$ cat config.mk
export PLATFORM = sky130hd
export DESIGN_NAME = rlc_line_cell
export DESIGN_NICKNAME = d
export VERILOG_FILES = /design/src/rlc_pkg.sv /design/src/rlc_line_cell.sv
export SDC_FILE = /design/constraint.sdc
export NUM_CORES = 1
export LEC_CHECK = 0
export ABC_AREA = 1
export ABC_CLOCK_PERIOD_IN_PS = 3280
export BUFFER_PORTS_ARGS = -buffer_cell sky130_fd_sc_hd__buf_2
export CORE_MARGIN = 3
export CORE_UTILIZATION = 50
export CTS_CLUSTER_DIAMETER = 40
export DETAILED_ROUTE_END_ITERATION = 16
export PLACE_DENSITY = 0.86
export SLEW_MARGIN = 25
export SYNTH_ARGS = -nofsm -noshare
export SYNTH_HDL_FRONTEND = slang
export SYNTH_SLANG_ARGS = --single-unit
$ cat constraint.sdc
create_clock -name clk -period 3.28 [get_ports clk]
set_input_delay 0 -clock clk [delete_from_list [all_inputs] [get_ports clk]]
set_output_delay 0 -clock clk [all_outputs]
set_load 0.05 [all_outputs]
$ cat src/rlc_pkg.sv
// shared types and constants for the resolving list with lru cache
`default_nettype none
package rlc_pkg;

  localparam int DEF_TABLE_SLOTS = 16;
  localparam int DEF_CACHE_LINES = 8;
  localparam int ADDR_W          = 48;
  localparam int KEY_W           = 64;
  localparam int IDX_W           = 4;

  localparam logic [1:0] ST_OK     = 2'd0;
  localparam logic [1:0] ST_NO_KEY = 2'd1;
  localparam logic [1:0] ST_FULL   = 2'd2;

  typedef enum logic [2:0] {
    MODE_ADD    = 3'd0,
    MODE_REMOVE = 3'd1,
    MODE_CLEAR  = 3'd2,
    MODE_LOOKUP = 3'd3,
    MODE_RECORD = 3'd4
  } mode_t;

  typedef enum logic [2:0] {
    S_IDLE,
    S_SLOT_SEED,
    S_SLOT_SCAN,
    S_SLOT_WRITE,
    S_LINE_SEED,
    S_LINE_SCAN,
    S_LINE_UPDATE,
    S_DONE
  } rlc_state_t;

  typedef struct packed {
    logic [2:0]        mode;
    logic              peer_type;
    logic [ADDR_W-1:0] address_in;
    logic [KEY_W-1:0]  irk_high;
    logic [KEY_W-1:0]  irk_low;
    logic              identity_valid;
    logic [IDX_W-1:0]  identity_index;
  } rlc_in_t;

  typedef struct packed {
    logic [1:0]        status;
    logic              hit;
    logic              has_identity;
    logic              identity_type;
    logic [ADDR_W-1:0] identity_address;
    logic [4:0]        list_count;
    logic              restart_needed;
  } rlc_out_t;

  typedef struct packed {
    logic              adv;
    logic              seed;
    logic              free;
    logic              clear;
    logic              wr_en;
    logic              peer_type;
    logic [ADDR_W-1:0] address;
    logic [KEY_W-1:0]  key_high;
    logic [KEY_W-1:0]  key_low;
  } slot_cmd_t;

  typedef struct packed {
    logic              used;
    logic              id_match;
    logic              key_match;
    logic              peer_type;
    logic [ADDR_W-1:0] address;
  } slot_rep_t;

  typedef struct packed {
    logic              adv;
    logic              seed;
    logic              kill;
    logic              promote;
    logic              record;
    logic              rec_resolved;
    logic [IDX_W-1:0]  rec_slot;
    logic [ADDR_W-1:0] address;
  } line_cmd_t;

  typedef struct packed {
    logic             valid;
    logic             addr_match;
    logic             resolved;
    logic [IDX_W-1:0] slot;
  } line_rep_t;

endpackage
`default_nettype wire

$ cat src/rlc_line_cell.sv
// one cache line with its lru age, scanned by a token passed along the chain
`default_nettype none
module rlc_line_cell import rlc_pkg::*; #(
  parameter int LW  = 3,
  parameter int IDX = 0
) (
  input  wire logic          clk,
  input  wire logic          rst_n,
  input  wire logic          tok_in,
  output logic               tok_out,
  input  wire line_cmd_t     cmd,
  input  wire logic [LW-1:0] kill_age,
  input  wire logic [LW-1:0] promo_age,
  input  wire logic [LW-1:0] sel_idx,
  output line_rep_t          rep,
  output logic [LW-1:0]      rep_age
);

  logic              tok_r;
  logic              valid_r;
  logic [ADDR_W-1:0] addr_r;
  logic              res_r;
  logic [IDX_W-1:0]  slot_r;
  logic [LW-1:0]     age_r;
  logic              sel;

  assign sel     = (sel_idx == LW'(IDX));
  assign tok_out = tok_r;

  always_ff @(posedge clk) begin
    if (!rst_n) begin
      tok_r   <= 1'b0;
      valid_r <= 1'b0;
      age_r   <= '0;
    end else begin
      if (cmd.adv) begin
        tok_r <= tok_in;
      end
      if (cmd.kill) begin
        if (tok_r) begin
          valid_r <= 1'b0;
          age_r   <= '0;
        end else if (valid_r && (age_r > kill_age)) begin
          age_r <= age_r - 1'b1;
        end
      end else if (cmd.promote) begin
        if (sel) begin
          age_r <= '0;
        end else if (valid_r && (age_r < promo_age)) begin
          age_r <= age_r + 1'b1;
        end
      end else if (cmd.record) begin
        if (sel) begin
          valid_r <= 1'b1;
          age_r   <= '0;
        end else if (valid_r) begin
          age_r <= age_r + 1'b1;
        end
      end
    end
  end

  always_ff @(posedge clk) begin
    if (cmd.record && sel) begin
      addr_r <= cmd.address;
      res_r  <= cmd.rec_resolved;
      slot_r <= cmd.rec_slot;
    end
  end

  always_comb begin
    rep     = '0;
    rep_age = '0;
    if (tok_r) begin
      rep.valid      = valid_r;
      rep.addr_match = (addr_r == cmd.address);
      rep.resolved   = res_r;
      rep.slot       = slot_r;
      rep_age        = age_r;
    end
  end

endmodule
`default_nettype wire

==> flow_metrics.py <==
metrics = {
    "synth": {
        "seq_area_frac_synth_pct": 58.08,
        "synthTopCellsByArea": "edfxtp_1 55%, nand2_1 11%, inv_1 8.1%",
        "syn_nets": 395,
        "synth-seq-cells": 58,
        "synth_warnings": 0,
        "synth_top_area_share_pct": 54.64,
        "synth_area_leader_cell": "edfxtp_1",
        "syn-instance-count": 318,
        "post_synth.cell_area_avg_um2": 9.160,
        "yosysUniqueCellTypes": 24,
        "syn_area_um2": 2913,
    },
    "critical_path": {
        "end_kind": "output pin",
        "start_kind": "register",
        "r2r-start": "tok_out",
        "endpoint": "rep[5]",
        "critPathMaxFanout": 15,
        "arrival_ns": 1.96,
        "critPathTopFamily": "flip-flops",
        "path_cells": "inv_2, a21oi_1, nand2_1, nor2_1, nand2_1, nor2_1, nand2_1, nor2_1, buf_2",
        "cp_data_required_time_ns": 3.28,
        "r2r_setup_slack_ns": 1.54,
        "crit_type": "reg -> out",
        "worst-path-buf-inv": 2,
        "cp-startpoint": "tok_out",
        "crit_cells": 9,
        "r2r_end": "valid_r",
        "r2r.worst_path.cells": 5,
        "cpMaxStageDelayCell": "dfxtp_1",
        "slowest_delay_ns": 0.65,
    },
    "timing": {
        "finalMaxSlewViolations": 0,
        "final.setup.tns_ns": 0,
        "final_period_minus_worst_setup_slack_ns": 1.960,
        "finalCritPeriodShare_pct": 59.77,
        "relSlewSlack_pct": 62.33,
        "worst_slew_pin_slew_ns": 0.5638,
        "holdWs_ns": 0.2142,
        "clock.fmax_mhz": 510.1,
        "hold_violations": 0,
        "rsz0062_at_grt": "no",
        "setup_viol_count_final": 0,
        "clock_skew_ns": 0.004587,
    },
    "floorplanning": {
        "coreArea_um2": 5574,
        "initial_utilization_pct": 52.26,
        "die_x_um": 82.33,
        "io-pin-count": 81,
        "dieArea_um2": 6777,
        "rows": 27,
        "die_y_um": 82.33,
    },
    "grt": {
        "first_global_vias": 2668,
        "grt.met1_usage_pct": 24.33,
        "met3_usage_pct": 6.941,
        "grt_max_degree": 34,
        "grt.busiest_layer": "met2",
        "grt_overflow": 0,
        "grt_pass1_wl_mm": 11.46,
        "antenna_found_initial": 0,
        "track_usage_pct": 23.08,
        "met2_usage_pct": 42.39,
    },
    "clock_network": {
        "cts_tree": "built",
        "postCtsSetupBuffers": 0,
        "clockBufferDepth": 2,
        "clock_latency_ns": 0.34,
        "clkTransAtPathRegs_ns": 0.06,
        "ctsResizeCount": 0,
        "htreeDepth": 3,
        "cts_inserted_buffers": 9,
        "cts-root-buf": "clkbuf_8",
        "cts.sinks": 58,
    },
    "layout": {
        "stdcell_count": 543,
        "drive_gt1_share_pct": 22.08,
        "fillers": 387,
        "antenna_cells": 0,
        "syn_to_final_growth_pct": 44.12,
        "final_area_um2": 4198,
        "nNetsFinal": 543,
    },
    "routing": {
        "viasPerCell": 4.788,
        "num_vias": 2600,
        "drt_iter0_drc": 75,
        "routed_wl_mm": 7.241,
        "drt_first_pass_iters": 4,
        "post-route-drc-count": 0,
        "wl_per_cell_um": 13.34,
        "drtAntennaViolNets": 0,
    },
    "power_and_ir_drop": {
        "finalPower_mw": 1.830,
        "power_density_nw_per_um2": 435.8,
        "vdd_drop_max_v": 0.0003306,
        "p_leak_nw": 1.971,
    },
    "min_path": {
        "hold_class": "in -> reg",
    },
    "outcome": {
        "status": "complete, no violations",
    },
    "place": {
        "dp.cells": 469,
        "dpl_cell_area_um2": 3410,
        "port_buffers": 79,
        "post-dp-hpwl_mm": 4.307,
        "place_congestion": 0.8070,
    },
    "job": {
        "maxCapViolCount": 0,
    },
}
[layout by cell type (no fill, tap or decap), drive strengths merged, types with 5 or more instances in the layout]
master	n
clkbuf	9
buf	80
inv	65
dlygate4sd3	58
ha	7
nand3	7
o21ai	26
nand2	84
nor2	35
a21oi	7
edfxtp	53
dfxtp	5
xnor2	16
[per-stage QoR]
stage	setup slack [ns]	utilization, %
2_1_floorplan	0.4042	-
3_3_place_gp	1.609	61.17
3_5_place_dp	1.570	61.17
4_1_cts	1.343	75.31
5_1_grt	1.206	75.31
6_report	1.320	75.31
[state kept, by name, summed over array words and instances, names as in the netlist]
name / count
addr_r: 48
age_r: 3
res_r: 1
slot_r: 4
tok_out: 1
valid_r: 1
[cell usage after synthesis]
cell type and instances:
a21oi_1 7, nand4_1 1, nand3_1 7, nand2_2 2, clkbuf_1 1, o211ai_1 1
ha_1 7, xor2_1 1, nor2_1 31, o22ai_1 4, nand2_1 82, xnor2_1 16
inv_1 63, o21ai_0 24, nor2_4 1, or2_2 2, nor2_2 3, edfxtp_1 53
inv_2 2, nor3_1 1, o21bai_1 1, and2_1 1, o21ai_1 2, dfxtp_1 5
[power by group]
group	internal [mW]	leakage, nW	switching, mW
combinational	0.139	1.35	0.142
sequential	0.836	0.523	0.0209
clock	0.418	0.102	0.273
total	1.39	1.97	0.436
[logic make-up (layout without fill, tap and decap cells)]
logic type                 after synthesis  count (layout)  share of synthesized area (%)
and+or+nand+nor                        131             131                          18.26
buffers and inverters                   66             219                          8.505
DFF                                     58              58                          58.08
AOI/OAI and AO/OA                       39              39                          7.045
xor gates and xnor gates                17              17                          5.112
adders and majority gates                7               7                          3.007
[tightest hold or removal path: cells and delay by family]
kind,cells,cell delay (ns)
and+or+nand+nor,1,0.13
buffers and inverters,2,0.22
[layer usage]
layer	vias to the layer above	wire, um
met1	1190	2845
met2	86	3868
met4	0	145
met5	-	0
met3	15	381
li1	1309	-
[worst min path at each step]
stage / from / end / depth (start not counted)
2_1_floorplan: cmd[55] / valid_r / 1
3_3_place_gp: cmd[52] / res_r / 1
3_5_place_dp: cmd[48] / slot_r[0] / 1
4_1_cts: cmd[53] / addr_r[7] / 3
5_1_grt: cmd[53] / addr_r[7] / 3
6_report: cmd[53] / addr_r[7] / 3
[layout make-up]
cell class | count | area [um2] | area share [%]
inverter | 65 | 244.0 | 5.812
timing repair buffer | 138 | 983.4 | 23.43
clock buffer | 9 | 123.9 | 2.951
multi-input combinational | 194 | 980.9 | 23.37
sequential | 58 | 1692 | 40.30
tap | 72 | 90.09 | 2.146
clock inverter | 7 | 83.83 | 1.997
[timing repair]
action / in CTS / in global routing
hold buffers: 58 / 0
hold endpoints to repair: 58 / 0
endpoints found under the setup margin: 0 / 0
Note: power is estimated with default switching activity, not from simulation.
