$ cat src/rlc_pkg.sv
// shared types and constants for the resolving list with lru cache
`default_nettype none
package rlc_pkg;

  localparam int DEF_TABLE_SLOTS = 16;
  localparam int DEF_CACHE_LINES = 8;
  localparam int ADDR_W          = 48;
  localparam int KEY_W           = 64;
  localparam int IDX_W           = 4;

  localparam logic [1:0] ST_OK     = 2'd0;
  localparam logic [1:0] ST_NO_KEY = 2'd1;
  localparam logic [1:0] ST_FULL   = 2'd2;

  typedef enum logic [2:0] {
    MODE_ADD    = 3'd0,
    MODE_REMOVE = 3'd1,
    MODE_CLEAR  = 3'd2,
    MODE_LOOKUP = 3'd3,
    MODE_RECORD = 3'd4
  } mode_t;

  typedef enum logic [2:0] {
    S_IDLE,
    S_SLOT_SEED,
    S_SLOT_SCAN,
    S_SLOT_WRITE,
    S_LINE_SEED,
    S_LINE_SCAN,
    S_LINE_UPDATE,
    S_DONE
  } rlc_state_t;

  typedef struct packed {
    logic [2:0]        mode;
    logic              peer_type;
    logic [ADDR_W-1:0] address_in;
    logic [KEY_W-1:0]  irk_high;
    logic [KEY_W-1:0]  irk_low;
    logic              identity_valid;
    logic [IDX_W-1:0]  identity_index;
  } rlc_in_t;

  typedef struct packed {
    logic [1:0]        status;
    logic              hit;
    logic              has_identity;
    logic              identity_type;
    logic [ADDR_W-1:0] identity_address;
    logic [4:0]        list_count;
    logic              restart_needed;
  } rlc_out_t;

  typedef struct packed {
    logic              adv;
    logic              seed;
    logic              free;
    logic              clear;
    logic              wr_en;
    logic              peer_type;
    logic [ADDR_W-1:0] address;
    logic [KEY_W-1:0]  key_high;
    logic [KEY_W-1:0]  key_low;
  } slot_cmd_t;

  typedef struct packed {
    logic              used;
    logic              id_match;
    logic              key_match;
    logic              peer_type;
    logic [ADDR_W-1:0] address;
  } slot_rep_t;

  typedef struct packed {
    logic              adv;
    logic              seed;
    logic              kill;
    logic              promote;
    logic              record;
    logic              rec_resolved;
    logic [IDX_W-1:0]  rec_slot;
    logic [ADDR_W-1:0] address;
  } line_cmd_t;

  typedef struct packed {
    logic             valid;
    logic             addr_match;
    logic             resolved;
    logic [IDX_W-1:0] slot;
  } line_rep_t;

endpackage
`default_nettype wire

$ cat src/rlc_slot_cell.sv
// one identity slot of the table, scanned by a token passed along the chain
`default_nettype none
module rlc_slot_cell import rlc_pkg::*; #(
  parameter int SW  = 4,
  parameter int IDX = 0
) (
  input  wire logic          clk,
  input  wire logic          rst_n,
  input  wire logic          tok_in,
  output logic               tok_out,
  input  wire slot_cmd_t     cmd,
  input  wire logic [SW-1:0] wr_idx,
  output slot_rep_t          rep
);

  logic              tok_r;
  logic              used_r;
  logic              type_r;
  logic [ADDR_W-1:0] addr_r;
  logic [KEY_W-1:0]  khi_r;
  logic [KEY_W-1:0]  klo_r;
  logic              wr_hit;

  assign wr_hit  = cmd.wr_en && (wr_idx == SW'(IDX));
  assign tok_out = tok_r;

  always_ff @(posedge clk) begin
    if (!rst_n) begin
      tok_r  <= 1'b0;
      used_r <= 1'b0;
    end else begin
      if (cmd.adv) begin
        tok_r <= tok_in;
      end
      if (cmd.clear) begin
        used_r <= 1'b0;
      end else if (wr_hit) begin
        used_r <= 1'b1;
      end else if (cmd.free && tok_r) begin
        used_r <= 1'b0;
      end
    end
  end

  always_ff @(posedge clk) begin
    if (wr_hit) begin
      type_r <= cmd.peer_type;
      addr_r <= cmd.address;
      khi_r  <= cmd.key_high;
      klo_r  <= cmd.key_low;
    end
  end

  always_comb begin
    rep = '0;
    if (tok_r) begin
      rep.used      = used_r;
      rep.id_match  = (type_r == cmd.peer_type) && (addr_r == cmd.address);
      rep.key_match = (khi_r == cmd.key_high) && (klo_r == cmd.key_low);
      rep.peer_type = type_r;
      rep.address   = addr_r;
    end
  end

endmodule
`default_nettype wire

$ cat config.mk
export PLATFORM = sky130hd
export DESIGN_NAME = rlc_slot_cell
export DESIGN_NICKNAME = d
export VERILOG_FILES = /design/src/rlc_pkg.sv /design/src/rlc_slot_cell.sv
export SDC_FILE = /design/constraint.sdc
export NUM_CORES = 1
export LEC_CHECK = 0
export CAP_MARGIN = 20
export CORE_MARGIN = 8
export CORE_UTILIZATION = 46
export DETAILED_ROUTE_END_ITERATION = 10
export DONT_BUFFER_PORTS = 1
export SLEW_MARGIN = 20
export SYNTH_ARGS = -nofsm -noshare
export SYNTH_HDL_FRONTEND = slang
export SYNTH_SLANG_ARGS = --single-unit
$ cat constraint.sdc
create_clock -name clk -period 7.4 [get_ports clk]
set_input_delay 0.74 -clock clk [delete_from_list [all_inputs] [get_ports clk]]
set_output_delay 0.74 -clock clk [all_outputs]
set_load 0.005 [all_outputs]
==> qor.yml, run 1 <==
layout:
  fin_nets: 757
  drive_above_1_share_pct: 5.852
  num-fill-cells: 1449
  antenna_cells_inserted: 0
  layout-area-overhead-vs-synth_pct: 10.44
worst_setup_path:
  cp.arrival_ns: 2.44
  reg2reg_to: "used_r"
  crit_required_ns: 6.66
  origin_of_the_critical_flop_to_flop_path: "tok_out"
  setup.worst_path.class: "reg2out"
  worst-path-max-fanout: 2
  start_kind: "flip-flop"
  rrSetupSlack_ns: 6.25
  setup.worst_path.end_class: "output port"
  r2r_cells: 4
timing:
  layout_worst_path_cycle_share_pct: 42.92
  fin_setup_tns_ns: 0
  finalSetupViolCount: 0
  rsz0062_at_grt: "false"
  timing.final.max_slew_violations: 0
  fmax_ghz: 0.3148
  final.min_clock_period_ns: 3.176
  hold_viol: 0
  worst-slew-pin-transition_ns: 1.053
  finClkSkew_ns: 0.005388
  timing.slew.headroom_pct: 29.83
  fin_hold_ws_ns: 0.4001
floorplanning:
  horiz_die_dim_um: 147.5
  row_count: 48
  start_util_pct: 46.51
  core_um2: 17120
  die_area_um2: 21770
  io_pins: 242
  die_height_um: 147.5
routing:
  routed-via-count: 4383
  first_pass_iters: 4
  post_drt_via_cell_ratio: 5.438
  post-route-drc-count: 0
  detail_route.wirelength_mm: 18.12
  drt_iter0_markers: 325
  wl_per_cell_um: 22.49
  antenna_violating_nets_post_route: 0
clocking:
  post-cts-setup-buffers: 0
  cts_buffer_depth: 2
  tritoncts: "done"
  tritoncts_num_sinks: 179
  cts-root-buf: "clkbuf_16"
  cts.htree.levels: 4
  holdBufCountCts: 0
  post_cts_resize_count: 0
  worstSkewPairLatency_ns: 0.41
  worst_setup_hold_path_clk_slew_ns: 0.06
  cts_buffers: 17
synth:
  syn-instance-count: 551
  synth_area_leaders: "edfxtp_1, xnor2_1, and2_1"
  netlist.area_leader.share_pct: 66.77
  synth-seq-cells: 179
  synth_area_per_cell_um2: 14.45
  netlist_area_um2: 7960
  synthesis.yosys.warnings: 0
  yosysSeqAreaShare_pct: 67.27
  syn_nets: 740
  synth_top_area_cell: "edfxtp_1"
  post_synth_num_cell_types: 32
power:
  vdd.ir_drop.worst_mv: 0.1458
  p_leak_nw: 2.815
  cellPowerDensity_nw_per_um2: 235.1
placement:
  place.gp.congestion: 0.9034
  port_buffers: 0
  place.detailed.hpwl_mm: 14.39
global_routing:
  first_pass_grt_wire_length_mm: 27.40
  grt_start_max_net_pins: 84
  grt_remaining_overflow: 0
  first_global_vias: 4649
  initial_antenna_violation_count: 0
  grt.total_usage_pct: 16.53
status:
  run_status: "finished, final reports clean"
flow_run:
  max_cap_violations: 0
worst_hold_path:
  hold_path_startpoint: "cmd[178]"
  worstHoldPathCells: 1
  hold_path.class: "in2reg"
  hold_path_end: "used_r"
[cell usage after synthesis]
master,number
edfxtp_1,177
xnor2_1,87
and2_1,51
inv_1,38
nor2b_1,34
xor2_1,29
nand4_1,24
nand2b_1,22
nor4_1,19
a2111o_1,11
o22ai_1,8
o2111ai_1,7
a22oi_1,5
clkbuf_1,5
o221ai_1,5
nor2_1,4
nand2_1,3
nand3_1,3
nor3_1,3
a21oi_1,2
dfxtp_1,2
o2bb2ai_1,2
a221o_1,1
a22o_1,1
a2bb2oi_1,1
and2b_2,1
and4_1,1
mux2i_1,1
nand4b_1,1
nor3b_1,1
nor4_2,1
o21ai_0,1
[power breakdown]
part / leakage (nW) / total [mW] / internal, mW / switching [mW]
Clock: 0.259 / 0.833 / 0.464 / 0.369
Sequential: 1.62 / 1.14 / 1.14 / 0.00881
Combinational: 0.941 / 0.0888 / 0.0475 / 0.0413
[how the worst max path moves through the flow]
stage | to | depth (start not counted) | start
floorplan | addr_r[0] | 2 | wr_idx[1]
global placement | rep[49] | 5 | cmd[77]
detailed placement | used_r | 5 | wr_idx[1]
CTS | rep[49] | 5 | khi_r[51]
global route | rep[49] | 5 | khi_r[51]
finish | rep[49] | 5 | khi_r[1]
[sequential cells by signal, summed over array words and instances (netlist names)]
name,flops
used_r,1
klo_r,64
type_r,1
khi_r,64
addr_r,48
tok_out,1
[worst max-delay path: stages, from the launching register on]
cell,delay (ns)
edfxtp_1,0.38
nor2b_1,0.15
a2111o_1,0.38
nor4_1,0.55
nand4_1,0.20
nor4_2,0.35
[final cells by class]
type,count,area [µm²],share of cell area [%]
Tap cell,225,281.5,3.202
Multi-Input combinational cell,329,2446,27.83
Sequential cell,179,5355,60.92
Inverter,38,142.6,1.623
Timing Repair Buffer,3,22.52,0.2562
Clock buffer,20,436.7,4.967
Clock inverter,12,106.4,1.210
[placed cells by master (no fill, tap or decap), types with 5 or more instances in the layout]
cell type / netlist / final
and2_1: 51 / 50
o2111ai_1: 7 / 7
inv_1: 38 / 38
o22ai_1: 8 / 8
nor4_1: 19 / 19
clkbuf_16: 0 / 17
xor2_1: 29 / 29
nand2b_1: 22 / 22
a2111o_1: 11 / 11
nand4_1: 24 / 24
xnor2_1: 87 / 87
a22oi_1: 5 / 5
o221ai_1: 5 / 5
edfxtp_1: 177 / 177
nor2b_1: 34 / 34
[through the flow]
step | instance area [µm²] | total power, mW | instances | utilization (%) | setup WS [ns]
2_1_floorplan | 7960 | 1.240 | 551 | - | 1.762
3_3_place_gp | 8248 | 1.254 | 774 | 48.19 | 4.359
3_5_place_dp | 8248 | 1.257 | 774 | 48.19 | 4.284
4_1_cts | 8791 | 2.095 | 806 | 51.36 | 4.202
5_1_grt | 8791 | 2.140 | 806 | 51.36 | 4.069
6_report | 8791 | 2.067 | 806 | 51.36 | 4.224
[metal layers]
layer	track usage, %	routed length, µm
met5	0	0
met3	7.979	2293
met4	6.374	384
met2	26.49	8682
met1	18.77	6762
[cells by family after synthesis]
group                     Yosys count  share of synthesized area [%]
AOI/OAI and AO/OA                  44                          4.731
muxes                               1                         0.1258
and+or+nand+nor                   168                          13.08
DFF                               179                          67.27
buffers and inverters              43                          2.028
xor gates and xnor gates          116                          12.76
Power figures use the tool's default switching activity.
==> run 2: changes to the inputs <==
--- a/config.mk
+++ b/config.mk
@@ -5,6 +5,7 @@
 export SDC_FILE = /design/constraint.sdc
 export NUM_CORES = 1
 export LEC_CHECK = 0
+export ABC_AREA = 1
 export CAP_MARGIN = 20
 export CORE_MARGIN = 8
 export CORE_UTILIZATION = 46
==> constraint.sdc (replaced) <==
create_clock -name clk -period 2.7 [get_ports clk]
set_input_delay 0.27 -clock clk [delete_from_list [all_inputs] [get_ports clk]]
set_output_delay 0.27 -clock clk [all_outputs]
set_load 0.005 [all_outputs]
==> run 2 against run 1 <==
  * Critical path depth is 5 higher
  * Flip-flop and latch count did not move
  * Cell area rose by 29%
  * Register-to-register slack worse by 5.3 ns
  * Worst setup slack worse by 3.7 ns
  * Largest cell class unchanged
==> qor.yml, run 2 <==
synth:
  async_set_reset_flop_share_out_of_synthesis_pct: 0  # unchanged
  postSynth.topFlopCell: "edfxtp_1"  # unchanged
  post_synth_num_cell_types: 23  # was 32
  post_synth_most_frequent_cells: "nand2_1, inv_1, edfxtp_1, nor2_1, o21ai_0"  # was edfxtp_1, xnor2_1, and2_1, inv_1, nor2b_1
  synth_top_area_cell: "edfxtp_1"  # unchanged
  netlist_area_um2: 8687  # was 7960 µm²
  syn_nets: 1151  # was 740
  synth-edff-count: 177  # unchanged
  synthesis.yosys.warnings: 0  # unchanged
  yosys.cell_count.top_type: "nand2_1"  # was edfxtp_1
  synth_area_per_cell_um2: 9.030  # was 14.45 µm²
  synth-seq-cells: 179  # unchanged
  yosysSeqAreaShare_pct: 61.64  # was 67.27%
  syn-instance-count: 962  # was 551
  netlist.area_leader.share_pct: 61.18  # was 66.77%
  synth_area_leaders: "edfxtp_1, nand2_1, inv_1"  # was edfxtp_1, xnor2_1, and2_1
routing:
  antenna_violating_nets_post_route: 0  # unchanged
  detail_route.wirelength_mm: 23.36  # was 18.12 mm
  drt_iter0_markers: 439  # was 325
  post_drt_via_cell_ratio: 4.764  # was 5.438
  wl_per_cell_um: 16.63  # was 22.49 µm
  post-route-drc-count: 0  # unchanged
  routed-via-count: 6693  # was 4383
  first_pass_iters: 5  # was 4
timing:
  hold_viol: 0  # unchanged
  fin_hold_ws_ns: 0.3492  # was 0.4001 ns
  rsz0062_at_grt: "false"  # unchanged
  finClkSkew_ns: 0.00002814  # was 0.005388 ns
  final.min_clock_period_ns: 2.138
  worst-slew-pin-transition_ns: 0.4895  # was 1.053 ns
  final_worst_slack_ns: 0.5624  # was 4.224 ns
  timing.final.max_slew_violations: 0  # unchanged
  fin_setup_tns_ns: 0  # unchanged
  layout_worst_path_cycle_share_pct: 79.17
  timing.slew.headroom_pct: 67.37  # was 29.83%
  fmax_ghz: 0.4678
  finalSetupViolCount: 0  # unchanged
worst_setup_path:
  setup.worst_path.end_class: "output port"  # unchanged
  worst-path-max-fanout: 2  # unchanged
  start_kind: "flip-flop"  # unchanged
  origin_of_the_critical_flop_to_flop_path: "tok_out"  # unchanged
  crit_required_ns: 2.43  # was 6.66 ns
  r2r_cells: 5  # was 4
  cp.arrival_ns: 1.87  # was 2.44 ns
  reg2reg_to: "used_r"  # unchanged
  setup.worst_path.class: "reg2out"  # unchanged
  rrSetupSlack_ns: 0.93  # was 6.25 ns
floorplanning:
  row_count: 50  # was 48
  die_height_um: 153.4  # was 147.5 µm
  start_util_pct: 46.60  # was 46.51%
  horiz_die_dim_um: 153.4  # was 147.5 µm
  io_pins: 242  # unchanged
  die_area_um2: 23540  # was 21770 µm²
  core_um2: 18640  # was 17120 µm²
clocking:
  post-cts-setup-buffers: 0  # unchanged
  tritoncts_num_sinks: 179  # unchanged
  worstSkewPairLatency_ns: 0.42  # was 0.41 ns
  tritoncts: "done"  # unchanged
  cts_buffers: 17  # unchanged
  cts-root-buf: "clkbuf_16"  # unchanged
  cts.htree.levels: 4  # unchanged
  worst_setup_hold_path_clk_slew_ns: 0.07  # was 0.06 ns
  cts_buffer_depth: 2  # unchanged
power:
  p_leak_nw: 5.069  # was 2.815 nW
  post_layout_total_power_mw: 5.860  # was 2.067 mW
  vdd.ir_drop.worst_mv: 0.4266  # was 0.1458 mV
  cellPowerDensity_nw_per_um2: 517.6  # was 235.1 nW/µm²
status:
  run_status: "finished, final reports clean"  # unchanged
global_routing:
  first_pass_grt_wire_length_mm: 36.73  # was 27.40 mm
  grt.total_usage_pct: 19.94  # was 16.53%
  first_global_vias: 6925  # was 4649
  grt_remaining_overflow: 0  # unchanged
  grt_start_max_net_pins: 77  # was 84
  initial_antenna_violation_count: 0  # unchanged
layout:
  layout-area-overhead-vs-synth_pct: 30.33  # was 10.44%
  final_core_utilization_pct: 60.73  # was 51.36%
  layout.cells.most_common: "nand2_1"  # was edfxtp_1
  drive_above_1_share_pct: 2.733  # was 5.852%
  most-common-layout-cells: "nand2_1, inv_1, dlygate4sd3_1, edfxtp_1, nor2_1"  # was edfxtp_1, xnor2_1, and2_1, inv_1, nor2b_1
  fin_area_um2: 11320  # was 8791 µm²
  stdcell_count: 1405  # was 806
  biggestRegsByFlops: "khi_r: 64 flops, klo_r: 64 flops, addr_r: 48 flops"  # unchanged
  fin_nets: 1348  # was 757
  antenna_cells_inserted: 0  # unchanged
worst_hold_path:
  worstHoldPathCells: 2  # was 1
  hold_path.class: "in2reg"  # unchanged
  hold_path_end: "klo_r[25]"  # was used_r
  hold_path_startpoint: "wr_idx[0]"  # was cmd[178]
placement:
  dp_cells: 1193  # was 774
  place.detailed.hpwl_mm: 15.58  # was 14.39 mm
  place.gp.congestion: 0.7832  # was 0.9034
  dpl_worst_slack_ns: 0.9444  # was 4.284 ns
  placement_stage_cell_area_um2: 9007  # was 8248 µm²
  port_buffers: 0  # unchanged
flow_run:
  max_cap_violations: 0  # unchanged
[run 2: cell types whose count changed in the layout (fill, tap and decap cells not counted), sizes merged, moves of 11 or more]
cell,previous run,this run
a2111o,11,0
and2,51,0
dlygate4sd3,0,181
inv,41,225
nand2,3,291
nand2b,22,0
nand4,24,7
nor2,4,108
nor2b,34,0
nor4,20,0
o21ai,1,73
xnor2,87,32
xor2,29,5
[run 2: power breakdown]
group          switching [mW]  internal (mW)  total [mW]
Sequential             0.0254           3.11        3.14
Clock                    1.05           1.16        2.21
Combinational           0.231          0.288       0.519
[run 2: timing repair]
action / CTS / global route
endpoints found under the hold margin: 179 / 0
hold buffers: 181 / 0
resized for setup: 0 / 0
[run 2: layout make-up]
cell class | count | area, µm²
Clock buffer | 20 | 436.7
Clock inverter | 11 | 66.31
Fill cell | 1582 | 7321
Sequential cell | 179 | 5356
Timing Repair Buffer | 184 | 1859
Inverter | 225 | 844.6
Multi-Input combinational cell | 552 | 2466
Tap cell | 234 | 292.8
[run 2: logic make-up (layout without fill, tap and decap cells)]
logic type,count (synthesis),count (layout),share of synthesized area (%)
AND/OR/NAND/NOR,417,417,18.41
buffers and inverters,231,440,10.02
flip-flops,179,179,61.64
AO/OA/AOI/OAI,98,98,6.193
XOR/XNOR,37,37,3.730
[run 2: worst max-delay path, cell delays in order, from the launching register on]
cell	delay, ns
edfxtp_1	0.33
inv_1	0.05
nand2_1	0.13
o21ai_0	0.10
nor2_1	0.11
nand2_1	0.07
nor2_1	0.08
nand2_1	0.09
nor2_1	0.10
nand3_1	0.17
nor2_1	0.21
[run 2: routing by layer]
metal	share of wire (%)	global-route usage, %
met3	8.8	6.061
met1	40	23.53
met2	49	34.02
met4	1.9	6.906
met5	0	0
[run 2: how the worst max path moves through the flow]
stage                 to       from  cells after the start  slack, ns
2_1_floorplan  addr_r[0]  wr_idx[3]                      2       0.58
3_3_place_gp     rep[49]  klo_r[28]                      9       0.97
3_5_place_dp     rep[49]  khi_r[56]                      9       0.94
4_1_cts          rep[49]  khi_r[32]                     10       0.49
5_1_grt          rep[49]  khi_r[32]                     10       0.36
6_report         rep[49]  khi_r[32]                     10       0.56
==> run 3: changes to the inputs <==
--- a/config.mk
+++ b/config.mk
@@ -5,7 +5,7 @@
 export SDC_FILE = /design/constraint.sdc
 export NUM_CORES = 1
 export LEC_CHECK = 0
-export ABC_AREA = 1
+export ABC_AREA = 0
 export CAP_MARGIN = 20
 export CORE_MARGIN = 8
 export CORE_UTILIZATION = 46
==> constraint.sdc (replaced) <==
create_clock -name clk -period 1.7 [get_ports clk]
set_input_delay 0.17 -clock clk [delete_from_list [all_inputs] [get_ports clk]]
set_output_delay 0.17 -clock clk [all_outputs]
set_load 0.005 [all_outputs]
==> run 3 against run 2 <==
  * The run now fails in 4_1_cts
  * Synthesized cell count shrank 43%
  * Synthesized area shrank 8.4%
==> qor.yml, run 3 <==
synth:
  synth_top_family_by_area: "simple AND/OR/NAND/NOR gates"  # unchanged
  synth_area_leaders: "edfxtp_1, xnor2_1, and2_1"  # was edfxtp_1, nand2_1, inv_1
  syn_nets: 740  # was 1151
  muxShareOfSynthArea_pct: 0.1257  # was 0%
  synth-edff-count: 177  # unchanged
  yosys.area_share.xor_xnor_pct: 12.76  # was 3.730%
  synth_top_area_cell: "edfxtp_1"  # unchanged
  postSynth.topFlopCell: "edfxtp_1"  # unchanged
  synth_area_per_cell_um2: 14.45  # was 9.030 µm²
  yosys.area_share.adder_pct: 0  # unchanged
  yosys.area_share.simple_pct: 13.08  # was 18.41%
  compound_gate_fraction_of_synth_area_pct: 4.731  # was 6.193%
  netlist.area_leader.share_pct: 66.77  # was 61.18%
  yosys.cell_count.top_type: "edfxtp_1"  # was nand2_1
  syn-instance-count: 551  # was 962
  yosysSeqAreaShare_pct: 67.27  # was 61.64%
  synth-seq-cells: 179  # unchanged
  netlist_area_um2: 7960  # was 8687 µm²
  synthesis.yosys.warnings: 0  # unchanged
  async_set_reset_flop_share_out_of_synthesis_pct: 0  # unchanged
  post_synth_num_cell_types: 32  # was 23
  post_synth_most_frequent_cells: "edfxtp_1, xnor2_1, and2_1, inv_1, nor2b_1"  # was nand2_1, inv_1, edfxtp_1, nor2_1, o21ai_0
floorplanning:
  horiz_die_dim_um: 147.5  # was 153.4 µm
  row_count: 48  # was 50
  die_height_um: 147.5  # was 153.4 µm
  io_pins: 242  # unchanged
  start_util_pct: 46.51  # was 46.60%
clocking:
  cts_buffers: 17  # unchanged
  post-cts-setup-buffers: 1  # was 0
  cts-root-buf: "clkbuf_16"  # unchanged
  tritoncts_num_sinks: 179  # unchanged
  holdBufCountCts: 169  # was 181
  post_cts_resize_count: 6  # was 0
  cts_buffer_depth: 2  # unchanged
  cts.htree.levels: 4  # unchanged
status:
  haltStage: "4_1_cts"
  error: "[ERROR RSZ-0060] Max buffer count reached."
  run_status: "did not finish"  # was finished, final reports clean
placement:
  place.detailed.hpwl_mm: 15.11  # was 15.58 mm
  port_buffers: 0  # unchanged
  place.gp.congestion: 0.9196  # was 0.7832
  placement_stage_cell_area_um2: 8568  # was 9007 µm²
  dpl_worst_slack_ns: -0.5592  # was 0.9444 ns
[run 3: cells by family after synthesis]
| logic type | count (synthesis) |
|---|---|
| flip-flops | 179 |
| AND/OR/NAND/NOR | 168 |
| XOR/XNOR | 116 |
| AO/OA/AOI/OAI | 44 |
| buffers and inverters | 43 |
| multiplexers | 1 |
[run 3: per-stage QoR]
step / std cells / TNS [ns] / util, %
after floorplan: 551 / -80.44 / -
after global placement: 808 / -0.6104 / 50.06
after detailed placement: 808 / -0.7378 / 50.06
==> run 4: changes to the inputs <==
--- a/config.mk
+++ b/config.mk
@@ -8,9 +8,10 @@
 export ABC_AREA = 0
 export CAP_MARGIN = 20
 export CORE_MARGIN = 8
-export CORE_UTILIZATION = 46
+export CORE_UTILIZATION = 31
 export DETAILED_ROUTE_END_ITERATION = 10
 export DONT_BUFFER_PORTS = 1
+export PLACE_DENSITY_LB_ADDON = 0.15
 export SLEW_MARGIN = 20
 export SYNTH_ARGS = -nofsm -noshare
 export SYNTH_HDL_FRONTEND = slang
==> constraint.sdc (replaced) <==
create_clock -name clk -period 2.2 [get_ports clk]
set_input_delay 0.22 -clock clk [delete_from_list [all_inputs] [get_ports clk]]
set_output_delay 0.22 -clock clk [all_outputs]
set_load 0.005 [all_outputs]
==> run 4 against run 3 <==
  * The flow now finishes, with violations (setup timing)
==> qor.yml, run 4 (synthesis results as in run 1) <==
worst_hold_path:
  worstHoldPathCells: 2
  hold_path_end: "khi_r[23]"
  hold_path.class: "in2reg"
  hold_path_startpoint: "wr_idx[2]"
worst_setup_path:
  origin_of_the_critical_flop_to_flop_path: "tok_out"
  setup.worst_path.end_class: "output port"
  start_kind: "flip-flop"
  cp.arrival_ns: 2.25
  r2r_cells: 5
  worst-path-max-fanout: 2
  reg2reg_to: "used_r"
  crit_required_ns: 1.98
  rrSetupSlack_ns: 0.37
  setup.worst_path.class: "reg2out"
clocking:
  tritoncts_num_sinks: 179  # unchanged
  worstSkewPairLatency_ns: 0.42
  tritoncts: "done"
  cts.htree.levels: 4  # unchanged
  worst_setup_hold_path_clk_slew_ns: 0.08
  cts_buffers: 17  # unchanged
  cts_buffer_depth: 2  # unchanged
  cts-root-buf: "clkbuf_16"  # unchanged
timing:
  finClkSkew_ns: 0.0002267
  worst-slew-pin-transition_ns: 0.4517
  fmax_ghz: 0.4041
  final.min_clock_period_ns: 2.474
  finalSetupViolCount: 1
  timing.final.max_slew_violations: 0
  hold_viol: 0
  timing.slew.headroom_pct: 69.61
  final_worst_slack_ns: -0.2744
  layout_worst_path_cycle_share_pct: 112.5
  rsz0062_at_grt: "true"
power:
  vdd.ir_drop.worst_mv: 0.4886
  cellPowerDensity_nw_per_um2: 681.6
  p_leak_nw: 3.712
  post_layout_total_power_mw: 7.488
floorplanning:
  io_pins: 242  # unchanged
  horiz_die_dim_um: 176.2  # was 147.5 µm
  die_height_um: 176.2  # was 147.5 µm
  core_um2: 25180
  row_count: 58  # was 48
  die_area_um2: 31060
  start_util_pct: 31.61  # was 46.51%
routing:
  post_drt_via_cell_ratio: 4.795
  wl_per_cell_um: 21.36
  first_pass_iters: 5
  antenna_violating_nets_post_route: 0
  drt_iter0_markers: 366
  routed-via-count: 5294
  detail_route.wirelength_mm: 23.58
  post-route-drc-count: 0
global_routing:
  met3_use_gr_pct: 5.853
  first_global_vias: 5821
  globalRouteMet2Util_pct: 24.58
  top_usage_layer: "met2"
  grt.total_usage_pct: 15.07
  met1_usage_pct: 18.34
  first_pass_grt_wire_length_mm: 35.71
  grt_start_max_net_pins: 51
  initial_antenna_violation_count: 0
  grt_remaining_overflow: 0
layout:
  layout-area-overhead-vs-synth_pct: 38.02
  seq_area_um2: 5356
  biggestRegsByFlops: "khi_r: 64 flops, klo_r: 64 flops, addr_r: 48 flops"
  num-fill-cells: 2275
  fin_nets: 950
  most-common-layout-cells: "dlygate4sd3_1, edfxtp_1, xnor2_1, and2_1, inv_1"
  drive_above_1_share_pct: 7.364
  antenna_cells_inserted: 0
  area_of_the_multi_input_gates_um2: 2510
  layout.cells.most_common: "dlygate4sd3_1"
status:
  violated_checks: "setup timing"
  run_status: "finished, violations left"  # was did not finish
placement:
  port_buffers: 0  # unchanged
  dpl_worst_slack_ns: -0.04249  # was -0.5592 ns
  place.detailed.hpwl_mm: 15.94  # was 15.11 mm
  place.gp.congestion: 0.8215  # was 0.9196
flow_run:
  max_cap_violations: 0
run 4: final cells by class:
| type | count | share of cell area, % |
|---|---|---|
| Clock buffer | 17 | 3.872 |
| Clock inverter | 15 | 1.503 |
| Inverter | 38 | 1.298 |
| Multi-Input combinational cell | 329 | 22.84 |
| Sequential cell | 179 | 48.75 |
| Tap cell | 330 | 3.758 |
| Timing Repair Buffer | 196 | 17.97 |
run 4: where the power goes:
part	switching (mW)	total (mW)	internal, mW
registers	0.0328	3.85	3.81
logic	0.218	0.599	0.381
clock network	1.51	3.04	1.53
run 4: metal layers:
layer | share of wire, % | routed length [µm]
met1 | 41 | 9638
met2 | 48 | 11270
met3 | 10 | 2351
met4 | 1.4 | 325
met5 | 0 | 0
run 4: worst max-delay path: stages (launching register included):
cell      delay, ns
edfxtp_1       0.39
nor2b_1        0.14
a2111o_1       0.41
nor4_4         0.31
buf_4          0.16
nand4_1        0.09
nor4_2         0.17
buf_4          0.16
run 4: worst max path at each step:
stage / from / to / cells after the start
after CTS: klo_r[22] / rep[49] / 7
final: klo_r[27] / rep[49] / 7
after floorplan: wr_idx[1] / addr_r[0] / 2
after global routing: klo_r[22] / rep[49] / 7
after global placement: klo_r[58] / rep[49] / 7
after detailed placement: klo_r[30] / rep[49] / 7
run 4: repair_timing:
action	CTS	global route
buffers inserted	0	1
endpoints found under the setup margin	2	2
hold buffers	181	0
pin swaps	3	4
resized for setup	6	2
endpoints found under the hold margin	179	0
run 4: per-stage QoR:
stage	hold slack [ns]	cell area, µm²	std cells	util, %	setup TNS [ns]
CTS	0.2603	10970	1103	43.55	-0.3521
finish	0.2731	10990	1104	43.63	-0.2744
detailed placement	0.3050	8527	890	33.86	-0.04249
global placement	0.2987	8527	890	33.86	-0.01879
global route	0.2656	10990	1104	43.63	-0.5309
floorplan	0.2961	7978	551	-	-0.4041
